[config.mk]
export PLATFORM = sky130hd
export DESIGN_NAME = midi_byte_stream_parser
export DESIGN_NICKNAME = d
export VERILOG_FILES = /design/src/mbp_pkg.sv /design/src/mbp_front.sv /design/src/mbp_tdiv.sv /design/src/mbp_queue.sv /design/src/mbp_back.sv /design/src/midi_byte_stream_parser.sv
export VERILOG_INCLUDE_DIRS = /design/src /design/src/src
export SDC_FILE = /design/constraint.sdc
export NUM_CORES = 2
export LEC_CHECK = 0
export ABC_CLOCK_PERIOD_IN_PS = 6900
export BUFFER_PORTS_ARGS = -buffer_cell sky130_fd_sc_hd__buf_2
export CAP_MARGIN = 10
export CORE_MARGIN = 2
export CORE_UTILIZATION = 27
export CTS_CLUSTER_DIAMETER = 120
export DETAILED_ROUTE_END_ITERATION = 16
export PLACE_DENSITY_LB_ADDON = 0.08
export SETUP_SLACK_MARGIN = 0.5
export SLEW_MARGIN = 30
export SYNTH_ARGS = -nofsm -noshare
export SYNTH_HDL_FRONTEND = slang
export SYNTH_HIERARCHICAL = 1
export SYNTH_SLANG_ARGS = --single-unit
[constraint.sdc]
create_clock -name clk -period 6.9 [get_ports clk]
set_clock_uncertainty 0.1 [all_clocks]
set_input_delay 0.69 -clock clk [delete_from_list [all_inputs] [get_ports clk]]
set_output_delay 0.69 -clock clk [all_outputs]
set_load 0.05 [all_outputs]
[src/assert_macros.svh]
// ----------------------------------------------------------------------------
// Assertion macros
// Shared concurrent assertion forms for the MIDI parser RTL. Defining
// ASSERT_OFF compiles every use down to nothing.
// ----------------------------------------------------------------------------
`ifndef ASSERT_MACROS_SVH
`define ASSERT_MACROS_SVH
`ifndef ASSERT_OFF
// Condition must hold at every clock edge outside reset.
`define ASSERT_ALWAYS(label, clk, rst, cond) \
  label: assert property (@(posedge clk) disable iff (rst) (cond)) \
    else $error("assertion failed: invariant");
// Consequent must hold in the same cycle as the antecedent.
`define ASSERT_IMPLY(label, clk, rst, ante, cons) \
  label: assert property (@(posedge clk) disable iff (rst) (ante) |-> (cons)) \
    else $error("assertion failed: same-cycle implication");
// Consequent must hold in the cycle after the antecedent.
`define ASSERT_NEXT(label, clk, rst, ante, cons) \
  label: assert property (@(posedge clk) disable iff (rst) (ante) |=> (cons)) \
    else $error("assertion failed: next-cycle implication");
`else
`define ASSERT_ALWAYS(label, clk, rst, cond)
`define ASSERT_IMPLY(label, clk, rst, ante, cons)
`define ASSERT_NEXT(label, clk, rst, ante, cons)
`endif
`endif

[src/mbp_pkg.sv]
`timescale 1ns / 1ps
// ----------------------------------------------------------------------------
// MIDI byte stream parser package
// Result kinds, MIDI status codes, internal record types and the radix-16
// step of the divide-by-125 used for timestamp rounding.
// ----------------------------------------------------------------------------
package mbp_pkg;

  // Result kinds.
  localparam logic [1:0] KIND_SHORT      = 2'd0;
  localparam logic [1:0] KIND_SYSEX_DATA = 2'd1;
  localparam logic [1:0] KIND_SYSEX_END  = 2'd2;

  // Full status bytes.
  localparam logic [7:0] RT_FIRST = 8'hF8;  // first real-time byte
  localparam logic [7:0] RT_UNDEF = 8'hFD;  // undefined real-time byte

  // Status high nibbles.
  localparam logic [3:0] HI_NOTE_OFF = 4'h8;
  localparam logic [3:0] HI_NOTE_ON  = 4'h9;
  localparam logic [3:0] HI_POLY_AT  = 4'hA;
  localparam logic [3:0] HI_CTRL     = 4'hB;
  localparam logic [3:0] HI_PROG     = 4'hC;
  localparam logic [3:0] HI_CHAN_AT  = 4'hD;
  localparam logic [3:0] HI_PITCH    = 4'hE;
  localparam logic [3:0] HI_SYSTEM   = 4'hF;

  // System common low nibbles.
  localparam logic [3:0] SYS_SOX      = 4'h0;
  localparam logic [3:0] SYS_MTC      = 4'h1;
  localparam logic [3:0] SYS_SONG_POS = 4'h2;
  localparam logic [3:0] SYS_SONG_SEL = 4'h3;
  localparam logic [3:0] SYS_TUNE     = 4'h6;

  // Timestamp rounding: (ns + 500) / 1000 = ((ns + 500) >> 3) / 125.
  localparam logic [63:0] ROUND_NS   = 64'd500;
  localparam int          DIV_BASE   = 125;
  localparam int          DIV_STAGES = 8;   // one numerator byte per stage
  localparam int          NUM_W      = 8 * DIV_STAGES;
  localparam int          TIME_W     = 54;

  // Up to two results caused by one input byte.
  typedef struct packed {
    logic [1:0]  res_cnt;
    logic [1:0]  kind0;
    logic [23:0] msg0;
    logic [1:0]  kind1;
    logic [23:0] msg1;
  } evt_t;

  // One queue entry: the results of a byte and their common time stamp.
  typedef struct packed {
    evt_t              evt;
    logic [TIME_W-1:0] time_us;
  } qent_t;

  typedef struct packed {
    logic [3:0] q;
    logic [6:0] r;
  } ndiv_t;

  // One radix-16 long division step by 125: remainder in, next nibble in.
  function automatic ndiv_t div125_step(input logic [6:0] rem, input logic [3:0] nib);
    logic [10:0] rp;
    logic [10:0] sub;
    logic [10:0] diff;
    ndiv_t       res;
    rp    = {rem, nib};
    sub   = '0;
    res.q = '0;
    for (int k = 1; k < 16; k++) begin
      if (rp >= 11'(k * DIV_BASE)) begin
        res.q = 4'(k);
        sub   = 11'(k * DIV_BASE);
      end
    end
    diff  = rp - sub;
    res.r = diff[6:0];
    return res;
  endfunction

endpackage

[src/mbp_front.sv]
`timescale 1ns / 1ps
// ----------------------------------------------------------------------------
// MIDI parser front end
// Holds the parser state and classifies each accepted byte into zero, one
// or two results.
// ----------------------------------------------------------------------------
module mbp_front import mbp_pkg::*; (
  input  logic       clk,
  input  logic       rst,
  input  logic       acc,
  input  logic [7:0] data_byte,
  input  logic       packet_start,
  output evt_t       evt
);

  logic       in_sysex, in_sysex_next;
  logic [7:0] pending_status, pending_status_next;
  logic [1:0] pending_count, pending_count_next;
  logic [1:0] pending_needed, pending_needed_next;
  logic [6:0] first_data, first_data_next;
  logic [1:0] cnt_inc;
  logic       emit;

  always_comb begin
    in_sysex_next       = in_sysex;
    pending_status_next = packet_start ? 8'h00 : pending_status;
    pending_count_next  = packet_start ? 2'd0 : pending_count;
    pending_needed_next = packet_start ? 2'd0 : pending_needed;
    first_data_next     = first_data;
    cnt_inc             = pending_count_next + 2'd1;
    emit                = 1'b0;
    evt                 = '0;

    if (data_byte >= RT_FIRST) begin
      // Real-time bytes other than 0xFD pass straight through and cancel a pending message.
      if (data_byte != RT_UNDEF) begin
        pending_needed_next = 2'd0;
        evt.res_cnt         = 2'd1;
        evt.kind0           = KIND_SHORT;
        evt.msg0            = {16'h0000, data_byte};
      end
    end else if (!data_byte[7]) begin
      if (in_sysex) begin
        evt.res_cnt = 2'd1;
        evt.kind0   = KIND_SYSEX_DATA;
        evt.msg0    = {16'h0000, data_byte};
      end else if (pending_count_next < pending_needed_next) begin
        if (pending_count_next == 2'd0) begin
          first_data_next = data_byte[6:0];
        end
        pending_count_next = cnt_inc;
        if (cnt_inc == pending_needed_next) begin
          evt.res_cnt = 2'd1;
          evt.kind0   = KIND_SHORT;
          if (pending_needed_next == 2'd2) begin
            evt.msg0 = {data_byte, 1'b0, first_data, pending_status_next};
          end else begin
            evt.msg0 = {8'h00, data_byte, pending_status_next};
          end
          pending_needed_next = 2'd0;
        end
      end
    end else begin
      // Any status byte closes an open SysEx first.
      if (in_sysex) begin
        evt.res_cnt   = 2'd1;
        evt.kind0     = KIND_SYSEX_END;
        evt.msg0      = '0;
        in_sysex_next = 1'b0;
      end
      pending_status_next = data_byte;
      pending_count_next  = 2'd0;
      pending_needed_next = 2'd0;
      unique case (data_byte[7:4]) inside
        HI_NOTE_OFF, HI_NOTE_ON, HI_POLY_AT, HI_CTRL, HI_PITCH: begin
          pending_needed_next = 2'd2;
        end
        HI_PROG, HI_CHAN_AT: begin
          pending_needed_next = 2'd1;
        end
        HI_SYSTEM: begin
          unique case (data_byte[3:0]) inside
            SYS_SOX: begin
              in_sysex_next = 1'b1;
              emit          = 1'b1;
            end
            SYS_MTC, SYS_SONG_SEL: begin
              pending_needed_next = 2'd1;
            end
            SYS_SONG_POS: begin
              pending_needed_next = 2'd2;
            end
            SYS_TUNE: begin
              emit = 1'b1;
            end
            default: begin
            end
          endcase
        end
        default: begin
        end
      endcase
      if (emit) begin
        if (in_sysex) begin
          evt.res_cnt = 2'd2;
          evt.kind1   = KIND_SHORT;
          evt.msg1    = {16'h0000, data_byte};
        end else begin
          evt.res_cnt = 2'd1;
          evt.kind0   = KIND_SHORT;
          evt.msg0    = {16'h0000, data_byte};
        end
      end
    end
  end

  always_ff @(posedge clk) begin
    if (rst) begin
      in_sysex       <= 1'b0;
      pending_status <= 8'h00;
      pending_count  <= 2'd0;
      pending_needed <= 2'd0;
    end else if (acc) begin
      in_sysex       <= in_sysex_next;
      pending_status <= pending_status_next;
      pending_count  <= pending_count_next;
      pending_needed <= pending_needed_next;
    end
  end

  always_ff @(posedge clk) begin
    if (acc) begin
      first_data <= first_data_next;
    end
  end

endmodule

[src/mbp_tdiv.sv]
`timescale 1ns / 1ps
// ----------------------------------------------------------------------------
// MIDI parser timestamp divider
// Pipelined rounding of nanoseconds to microseconds. The parsed results
// travel alongside; the pipeline never stalls.
// ----------------------------------------------------------------------------
module mbp_tdiv import mbp_pkg::*; (
  input  logic              clk,
  input  logic              rst,
  input  logic              in_valid,
  input  evt_t              in_evt,
  input  logic [62:0]       timestamp_ns,
  output logic              out_valid,
  output evt_t              out_evt,
  output logic [TIME_W-1:0] time_us
);

  logic [DIV_STAGES:0] vld;
  evt_t                evt_s [DIV_STAGES+1];
  logic [NUM_W-1:0]    num_s [DIV_STAGES+1];
  logic [NUM_W-1:0]    quo_s [DIV_STAGES+1];
  logic [6:0]          rem_s [DIV_STAGES+1];
  logic [NUM_W-1:0]    quo_n [DIV_STAGES];
  logic [6:0]          rem_n [DIV_STAGES];
  logic [63:0]         sum;

  assign sum = {1'b0, timestamp_ns} + ROUND_NS;

  // Each stage retires one numerator byte as two radix-16 digits.
  always_comb begin
    ndiv_t hi;
    ndiv_t lo;
    for (int s = 0; s < DIV_STAGES; s++) begin
      hi       = div125_step(rem_s[s], num_s[s][8*(DIV_STAGES-1-s)+4 +: 4]);
      lo       = div125_step(hi.r, num_s[s][8*(DIV_STAGES-1-s) +: 4]);
      quo_n[s] = quo_s[s];
      quo_n[s][8*(DIV_STAGES-1-s) +: 8] = {hi.q, lo.q};
      rem_n[s] = lo.r;
    end
  end

  always_ff @(posedge clk) begin
    if (rst) begin
      vld <= '0;
    end else begin
      vld <= {vld[DIV_STAGES-1:0], in_valid};
    end
  end

  always_ff @(posedge clk) begin
    num_s[0] <= {3'b000, sum[63:3]};
    quo_s[0] <= '0;
    rem_s[0] <= '0;
    evt_s[0] <= in_evt;
    for (int s = 0; s < DIV_STAGES; s++) begin
      num_s[s+1] <= num_s[s];
      quo_s[s+1] <= quo_n[s];
      rem_s[s+1] <= rem_n[s];
      evt_s[s+1] <= evt_s[s];
    end
  end

  assign out_valid = vld[DIV_STAGES];
  assign out_evt   = evt_s[DIV_STAGES];
  assign time_us   = quo_s[DIV_STAGES][TIME_W-1:0];

endmodule

[src/mbp_queue.sv]
`timescale 1ns / 1ps
// ----------------------------------------------------------------------------
// MIDI parser result queue
// Register-based FIFO between the divider pipeline and the output stage.
// Overflow is prevented upstream by credit counting.
// ----------------------------------------------------------------------------
module mbp_queue import mbp_pkg::*; #(
  parameter int DEPTH = 16
) (
  input  logic  clk,
  input  logic  rst,
  input  logic  wr_en,
  input  qent_t wr_data,
  input  logic  rd_en,
  output qent_t rd_data,
  output logic  rd_valid
);

  localparam int AW = $clog2(DEPTH);
  localparam int CW = $clog2(DEPTH + 1);

  qent_t         mem [DEPTH];
  logic [AW-1:0] wptr;
  logic [AW-1:0] rptr;
  logic [CW-1:0] count;

  always_ff @(posedge clk) begin
    if (rst) begin
      wptr  <= '0;
      rptr  <= '0;
      count <= '0;
    end else begin
      if (wr_en) begin
        wptr <= (wptr == AW'(DEPTH - 1)) ? '0 : wptr + 1'b1;
      end
      if (rd_en) begin
        rptr <= (rptr == AW'(DEPTH - 1)) ? '0 : rptr + 1'b1;
      end
      count <= count + CW'(wr_en) - CW'(rd_en);
    end
  end

  always_ff @(posedge clk) begin
    if (wr_en) begin
      mem[wptr] <= wr_data;
    end
  end

  assign rd_data  = mem[rptr];
  assign rd_valid = (count != '0);

endmodule

[src/mbp_back.sv]
`timescale 1ns / 1ps
// ----------------------------------------------------------------------------
// MIDI parser back end
// Splits each queue entry into its one or two results and holds the
// current result in the output register.
// ----------------------------------------------------------------------------
module mbp_back import mbp_pkg::*; (
  input  logic              clk,
  input  logic              rst,
  input  qent_t             head,
  input  logic              head_valid,
  output logic              head_pop,
  input  logic              pop,
  output logic              empty,
  output logic [1:0]        kind,
  output logic [23:0]       message,
  output logic [TIME_W-1:0] time_us,
  output logic              last
);

  logic out_valid;
  logic sub;
  logic take;
  logic split;

  // The output register reloads when it is free or being drained.
  assign take     = head_valid && (!out_valid || pop);
  assign split    = (head.evt.res_cnt == 2'd2) && !sub;
  assign head_pop = take && !split;
  assign empty    = !out_valid;

  always_ff @(posedge clk) begin
    if (rst) begin
      out_valid <= 1'b0;
      sub       <= 1'b0;
    end else begin
      if (take) begin
        out_valid <= 1'b1;
        sub       <= split;
      end else if (pop) begin
        out_valid <= 1'b0;
      end
    end
  end

  always_ff @(posedge clk) begin
    if (take) begin
      time_us <= head.time_us;
      last    <= !split;
      if (sub) begin
        kind    <= head.evt.kind1;
        message <= head.evt.msg1;
      end else begin
        kind    <= head.evt.kind0;
        message <= head.evt.msg0;
      end
    end
  end

endmodule

[src/midi_byte_stream_parser.sv]
`timescale 1ns / 1ps
// ----------------------------------------------------------------------------
// MIDI byte stream parser
// Turns raw MIDI bytes into short messages, SysEx data bytes and SysEx end
// markers, each stamped with the packet time rounded to microseconds.
// ----------------------------------------------------------------------------
// Usage:
// Input channel: a byte transfers on a clock edge where push is high and
// full is low, together with packet_start and timestamp_ns.
// Result channel: while empty is low the oldest result sits on kind,
// message, time_us and last; it transfers on an edge where pop is high.
// A byte gives zero, one or two results; last marks the final one of a byte.
// Path: the first result of a byte becomes visible after these registered
// steps in order: parsing and the rounding add are captured at the transfer
// edge, the divide-by-125 pipeline follows, then the queue write and the
// load of the output register. Throughput: one byte per cycle while full is
// low; a byte with two results occupies the output register for each of its
// results in turn.
// If the receiver stalls, results collect in the queue; full rises once
// the queue plus the bytes in flight reach QUEUE_DEPTH.
// Reset (synchronous, active high) clears the parser state, the pipeline,
// the queue and the output register; no result is held afterwards.
// ----------------------------------------------------------------------------
`include "assert_macros.svh"

module midi_byte_stream_parser import mbp_pkg::*; #(
  parameter int QUEUE_DEPTH = 16
) (
  input  logic              clk,
  input  logic              rst,
  input  logic              push,
  output logic              full,
  input  logic [7:0]        data_byte,
  input  logic              packet_start,
  input  logic [62:0]       timestamp_ns,
  output logic              empty,
  input  logic              pop,
  output logic [1:0]        kind,
  output logic [23:0]       message,
  output logic [53:0]       time_us,
  output logic              last
);

  localparam int CW = $clog2(QUEUE_DEPTH + 1);

  logic          acc;
  evt_t          front_evt;
  logic          div_valid;
  evt_t          div_evt;
  logic [53:0]   div_time;
  logic          q_wr;
  logic          drop;
  qent_t         q_wdata;
  qent_t         q_head;
  logic          q_valid;
  logic          q_pop;
  logic [CW-1:0] used;

  // Every accepted byte holds a credit from transfer until its queue entry
  // is drained, or until it leaves the divider with no result at all.
  // Limiting credits to the queue depth means the queue cannot overflow.
  assign full = (used == CW'(QUEUE_DEPTH));
  assign acc  = push && !full;

  // Front end: parser state update and classification.
  mbp_front u_front (
    .clk          (clk),
    .rst          (rst),
    .acc          (acc),
    .data_byte    (data_byte),
    .packet_start (packet_start),
    .evt          (front_evt)
  );

  // Time rounding pipeline; carries the parsed results alongside.
  mbp_tdiv u_tdiv (
    .clk          (clk),
    .rst          (rst),
    .in_valid     (acc),
    .in_evt       (front_evt),
    .timestamp_ns (timestamp_ns),
    .out_valid    (div_valid),
    .out_evt      (div_evt),
    .time_us      (div_time)
  );

  // Bytes that produce nothing (dropped bytes, partial messages) never
  // enter the queue and return their credit here.
  assign q_wr            = div_valid && (div_evt.res_cnt != 2'd0);
  assign drop            = div_valid && (div_evt.res_cnt == 2'd0);
  assign q_wdata.evt     = div_evt;
  assign q_wdata.time_us = div_time;

  mbp_queue #(
    .DEPTH (QUEUE_DEPTH)
  ) u_queue (
    .clk      (clk),
    .rst      (rst),
    .wr_en    (q_wr),
    .wr_data  (q_wdata),
    .rd_en    (q_pop),
    .rd_data  (q_head),
    .rd_valid (q_valid)
  );

  // Back end: serializes the results of each entry into the output register.
  mbp_back u_back (
    .clk        (clk),
    .rst        (rst),
    .head       (q_head),
    .head_valid (q_valid),
    .head_pop   (q_pop),
    .pop        (pop),
    .empty      (empty),
    .kind       (kind),
    .message    (message),
    .time_us    (time_us),
    .last       (last)
  );

  always_ff @(posedge clk) begin
    if (rst) begin
      used <= '0;
    end else begin
      used <= used + CW'(acc) - CW'(q_pop) - CW'(drop);
    end
  end

  // Credits never exceed the queue depth.
  `ASSERT_ALWAYS(a_credit_bound, clk, rst, used <= CW'(QUEUE_DEPTH))
  // Only a SysEx end marker can be followed by a second result of the byte.
  `ASSERT_IMPLY(a_first_is_end, clk, rst, !empty && !last, kind == KIND_SYSEX_END)
  // The second result of a byte follows its first without a gap.
  `ASSERT_NEXT(a_pair_adjacent, clk, rst, !empty && pop && !last, !empty && last)

endmodule
## Yosys cells after proc, flatten, opt, wreduce, memory -nomap -nowiden

Memories as Yosys holds them, arrays and structs flattened. A register that Yosys moved wholly into a read port is not among the register bits.
Index checks and enable logic that the tools add are counted.

- Bitwise gates (word level): 3
- Add/sub/neg operators: 25
- Reductions and logical operators: 23
- Muxes and demuxes: 527
- $lt $le $gt $ge: 242
- Equal/unequal tests: 19

Operators by type and width:

| kind | count |
|---|---|
| 7-bit two-way mux | 240 |
| 11-bit greater-or-equal comparator, second input constant | 112 |
| 11-bit by 10-bit greater-or-equal comparator with 1-bit output, second input constant | 64 |
| 4-bit two-way mux | 144 |
| 11-bit by 9-bit greater-or-equal comparator with 1-bit output, second input constant | 32 |
| 11-bit by 7-bit greater-or-equal comparator with 1-bit output, second input constant | 16 |
| 11-bit by 8-bit greater-or-equal comparator with 1-bit output, second input constant | 16 |
| 3-bit two-way mux | 56 |
| 28-bit two-way mux | 4 |
| 7-bit subtractor | 16 |
| 2-bit two-way mux | 42 |
| 27-bit two-way mux | 3 |
| 26-bit two-way mux | 3 |
| 63-bit by 9-bit adder with 64-bit output, second input constant | 1 |
| 54-bit two-way mux | 1 |
| 4-bit == test, second input constant | 10 |
| 8-bit two-way mux | 4 |
| 1-bit two-way mux | 26 |
| 24-bit two-way mux | 1 |
| 23-bit two-way mux | 1 |
| 5-bit by 1-bit subtractor with 5-bit output | 3 |
| 5-bit by 1-bit adder with 5-bit output | 2 |
| 4-bit by 1-bit adder with 4-bit output, second input constant | 2 |
| 4-bit by 2-bit == test with 1-bit output, second input constant | 2 |
| other kinds (23) | 38 |

- Output and inout port bits: 83
- Memories kept: 5
- Memory bits (writable): 3429
- Bits of input ports: 76
- Bits in registers: 130

Memory list:

| name | depth | width | rd ports | clocked after Yosys merged registers in | write ports | line | source |
|---|---|---|---|---|---|---|---|
| u_queue.mem | 16 | 108 | 1 | 1 | 1 | mbp_queue.sv:22 | `qent_t mem [DEPTH];` |
| u_tdiv.num_s | 9 | 64 | 8 | 0 | 9 | mbp_tdiv.sv:20 | `logic [NUM_W-1:0] num_s [DIV_STAGES+1];` |
| u_tdiv.quo_s | 9 | 64 | 9 | 0 | 9 | mbp_tdiv.sv:21 | `logic [NUM_W-1:0] quo_s [DIV_STAGES+1];` |
| u_tdiv.evt_s | 9 | 54 | 9 | 0 | 9 | mbp_tdiv.sv:19 | `evt_t evt_s [DIV_STAGES+1];` |
| u_tdiv.rem_s | 9 | 7 | 8 | 0 | 9 | mbp_tdiv.sv:22 | `logic [6:0] rem_s [DIV_STAGES+1];` |

## Depth between registers and ports, before layout

An unclocked memory read counts as a cell.

- Depth after elaboration: 35
- Depth in mapped cells: 27

## By module

Netlist, hierarchy kept.

Modules (own cells, without submodules):

| module | sequential area each (µm²) | times used | cells each | area each (µm²) |
|---|---|---|---|---|
| mbp_queue | 52230.1 | 1 | 2737 | 65434.0 |
| mbp_tdiv | 20759.9 | 1 | 2904 | 32748.9 |
| mbp_back | 2472.4 | 1 | 124 | 2950.3 |
| mbp_front | 470.5 | 1 | 206 | 1616.6 |
| midi_byte_stream_parser | 100.1 | 1 | 40 | 351.6 |

## Worst setup path before layout

Ideal clock, no wire load.

- Path type: register to register
- From: mem u_tdiv.rem_s[5][3], in the netlist u_tdiv/rem_s[0][38]
- To: mem u_tdiv.rem_s[6][6], in the netlist u_tdiv/rem_s[0][48]
- Arrival: 5.424 ns
- Data required time: 6.728 ns
- Stages on the path, launching flop included: 28
- Library setup time: 0.072 ns
- Setup slack: 1.303 ns
- Buffers on the path: 2
- Cells stage by stage: dfxtp_1 buf_2 nor4_4 o31a_1 o221ai_1 a211oi_1 o221ai_1 a21o_1 a221o_1 ha_1 fa_1 nand2b_1 a211oi_1 o22ai_1 xnor2_1 buf_2 o211ai_1 o2bb2ai_1 o221a_2 ha_1 inv_1 fa_1 a21o_1 a21oi_1 o21bai_1 a21oi_1 xnor2_1 xnor2_1

RTL lines:

| element | line |
|---|---|
| start: declaration | mbp_tdiv.sv:22 |

==> summary.md <==
| Metric | Value |
|---|---|
| Period utilisation layout | around 87% |
| Worst Setup Start Kind | flip-flop |
| CP Max Fanout | 9 |
| Via count | between 50,000 and 60,000 |
| HP Class | input port to flip-flop |
| Drc violations | 0 |
| Vias in the first global route | approximately 55,000 |
| CP max stage delay | around 480 ps |
| Total GRT Usage | approximately 14% |
| Commonest cells in the netlist | 1,816 x edfxtp_1, 1,074 x dfxtp_1, 432 x mux4_2, 302 x nand2_1, 222 x a22oi_1 |
| Die area | just under 400,000 um^2 |
| Die height | a little over 600 um |
| Post-Route Setup TNS | 0 ps |
| Hold Crit Depth | 3 |
| Worst Slack Setup Final | 865 ps |
| Asr flop ratio synth | 0% |
| Worst-Margin Slew | 1120 ps |
| Reg-to-reg startpoint | u_tdiv/rem_s[0][37] |
| First-pass GRT wire length | 391 mm |
| Clock sinks | 2,890 |
| Vias per cell | 4.54 |
| Crit path arrival time | about 6800 ps |
| CP endpoint kind | flip-flop |
| Root Buffer | clkbuf_16 |
| Slowest CP cell | dfxtp_1 |
| Worst r2r dst | u_tdiv/rem_s[0][48] |
| Setup violators final | 0 |
| Bufs on Longest Clock Path | 4 |
| Initial antenna violation count | 20 |
| #FFs+latches synth | around 2,900 |
| Fraction of layout instances using a drive strength above 1 | between 20% and 30% |
| Fmax | approximately 170 MHz |
| Hold Worst Slack | approximately 100 ps |
| WHS Endpoint | u_front/pending_status[1] |
| Reg2reg path depth | 26 |
| VDD IR max | approximately 0.49 mV |
| Core Box Area | about 380,000 um^2 |
| Post-place setup slack | around 430 ps |
| Grt ovf | 0 |
| WL final | ~270 mm |
| Post-synth EDFFs | approximately 1,800 |
| DP HPWL | roughly 150 mm |
| Die Span X | between 600 and 700 um |
| Area contributors post-synth | edfxtp_1 53%, dfxtp_1 21%, mux4_2 9.4%, a22oi_1 1.6%, ha_1 1.2% |
| ANT nets after route | 0 |
| Outcome | completed |
| Final slew viol count | 0 |
| Netlist Area Pre-Place | 103,000 um^2 |
| RSZ-0062 raised after global routing | true |
| Cell row count | 226 |
| Slew Limit Headroom | about a quarter |
| Clk slew on worst S/H paths | ~60 ps |
| Area growth syn-to-layout | 17.9% |
| Path type of the worst setup path | flip-flop to flip-flop |
| CP startpoint | u_tdiv/rem_s[0][37] |
| Post-synthesis sequential area ratio | about 74% |
| Max Cap Viol | 0 |
| Final min period | between 6000 and 7000 ps |
| CTS tree | built |
| Pleak | between 40 and 50 nW |
| Mean Syn Cell Area | about 17 um^2 |
| Pwr dens | roughly 530 nW/um^2 |
| Hold path startpoint | data_byte[1] |
| I/O pin cnt | between 150 and 200 |
| Worst Path Required | between 7000 and 8000 ps |
| Synthesized instance count | ~6,000 |
| Leading area contributor after synthesis | edfxtp_1 |
| Number of port buffers | roughly 160 |
| Starting density of the core | 27.2% |
| Drt pass-1 iters | 5 |
| RePlAce Congestion | approximately 0.77 |
| Final hold vios | 0 |
| CTS buffer count | approximately 330 |
| Count leader, synth | edfxtp_1 |
| Syn. warnings | 6 |
| Skew-Pair Late Insertion Delay | ~900 ps |
| Main synth FF type | edfxtp_1 |
| Drt wl/cell | 23.3 um |
| Iteration-0 DRC Markers | roughly 4,000 |
| Reg2Reg Setup Slack | between 800 and 900 ps |
| Post-synth cell types | 118 |
| H-Tree Depth | 5 |
| # nets final | 6,547 |
| Largest net degree at the start of global routing | 119 |
| Post-synth top area share | 52.9% |
-- cell usage in the layout (no fill, tap or decap), types with 49 or more instances in the layout --
master | netlist | routed
clkbuf_1 | 133 | 82
buf_2 | 63 | 156
nor2_1 | 169 | 167
a21o_1 | 59 | 59
clkinv_2 | 0 | 51
a22oi_1 | 222 | 222
edfxtp_1 | 1816 | 1816
xnor2_1 | 94 | 82
dfxtp_1 | 1074 | 1059
nand2_1 | 302 | 302
buf_4 | 98 | 49
ha_1 | 101 | 101
a21oi_1 | 198 | 194
clkbuf_8 | 0 | 60
mux4_2 | 432 | 432
dlygate4sd3_1 | 0 | 94
inv_1 | 136 | 136
nor3_1 | 68 | 66
nand3_1 | 74 | 74
clkbuf_16 | 0 | 345
o21ai_0 | 170 | 168
-- layout make-up --
type | instances | area (um^2)
inverter | 137 | 514
clock buffer | 487 | 9770
antenna | 14 | 35.0
multi-input combinational | 2664 | 25000
timing repair buffer | 332 | 2760
sequential | 2890 | 76100
tap | 5016 | 6280
fill | 36800 | 258000
clock inverter | 119 | 1160
-- logic make-up (layout without fill, tap and decap cells) --
family / Yosys count / in the layout / synth area share, %
flops: 2890 / 2890 / 73.7
buf+inv: 478 / 1075 / 2.40
simple gates: 893 / 893 / 4.30
mux: 469 / 469 / 9.93
fa+ha+maj: 117 / 117 / 1.54
other cells: 1 / 36 / 0.00364
xor+xnor: 144 / 144 / 1.27
compound gates: 1019 / 1019 / 6.82
-- registers in the layout, indices dropped and copies added (netlist names), 8 cells and up, named ones only --
signal                  count
u_queue/mem              1728
u_tdiv/evt_s              486
u_tdiv/num_s              285
u_tdiv/quo_s              210
u_back/time_us             54
u_tdiv/rem_s               47
u_back/message             24
u_tdiv/vld                  9
u_front/pending_status      8
-- how the worst max path moves through the flow --
stage	endpoint	cells after the start
finish	u_tdiv/rem_s[0][48]	26
global route	u_tdiv/rem_s[0][41]	25
CTS	u_tdiv/rem_s[0][41]	25
detailed placement	u_tdiv/rem_s[0][41]	25
global placement	u_tdiv/rem_s[0][48]	24
floorplan	u_tdiv/rem_s[0][48]	27
-- per-layer routing --
| metal | vias to the layer above | global-route usage [%] | wire length (um) | share of wire [%] |
|---|---|---|---|---|
| li1 | 24000 | - | - | - |
| met1 | 27500 | 19.4 | 129000 | 48 |
| met2 | 1102 | 21.8 | 125000 | 46 |
| met3 | 363 | 2.34 | 11500 | 4.3 |
| met4 | 6 | 3.32 | 5720 | 2.1 |
| met5 | - | 0 | 38 | 0.014 |
-- worst max-delay path: cells and delay by family, from the launching register on --
| kind | cells | cell delay [ps] |
|---|---|---|
| xor gates and xnor gates | 3 | 470 |
| AOI/OAI and AO/OA | 15 | 3050 |
| DFF | 1 | 480 |
| buffers and inverters | 2 | 270 |
| adders and majority gates | 4 | 1120 |
| and+or+nand+nor | 2 | 460 |
-- where the power goes --
group	total, mW	switching [mW]	internal (mW)	leakage (nW)
combinational	24.0	14.1	9.89	10.4
sequential	22.5	1.85	20.7	25.7
clock	17.4	6.97	10.4	5.36
total	64.0	23.0	41.0	41.4
-- through the flow --
stage	area (um^2)	cells	total power, mW	utilization, %
3_5_place_dp	109000	10900	46.5	28.8
4_1_cts	121000	11600	64.5	32.0
3_3_place_gp	109000	10900	46.8	28.8
2_1_floorplan	103000	6032	40.0	-
5_1_grt	122000	11600	68.3	32.0
6_report	122000	11700	64.0	32.0
-- timing repair --
action                                  in CTS  in global routing
pin swaps                                    0                  9
gates cloned                                 0                  0
hold endpoints to repair                    71                  0
hold buffers                                94                  0
endpoints found under the setup margin       2                  7
gates resized for setup                      4                 44
buffers inserted                             0                  4
Power figures use the tool's default switching activity.
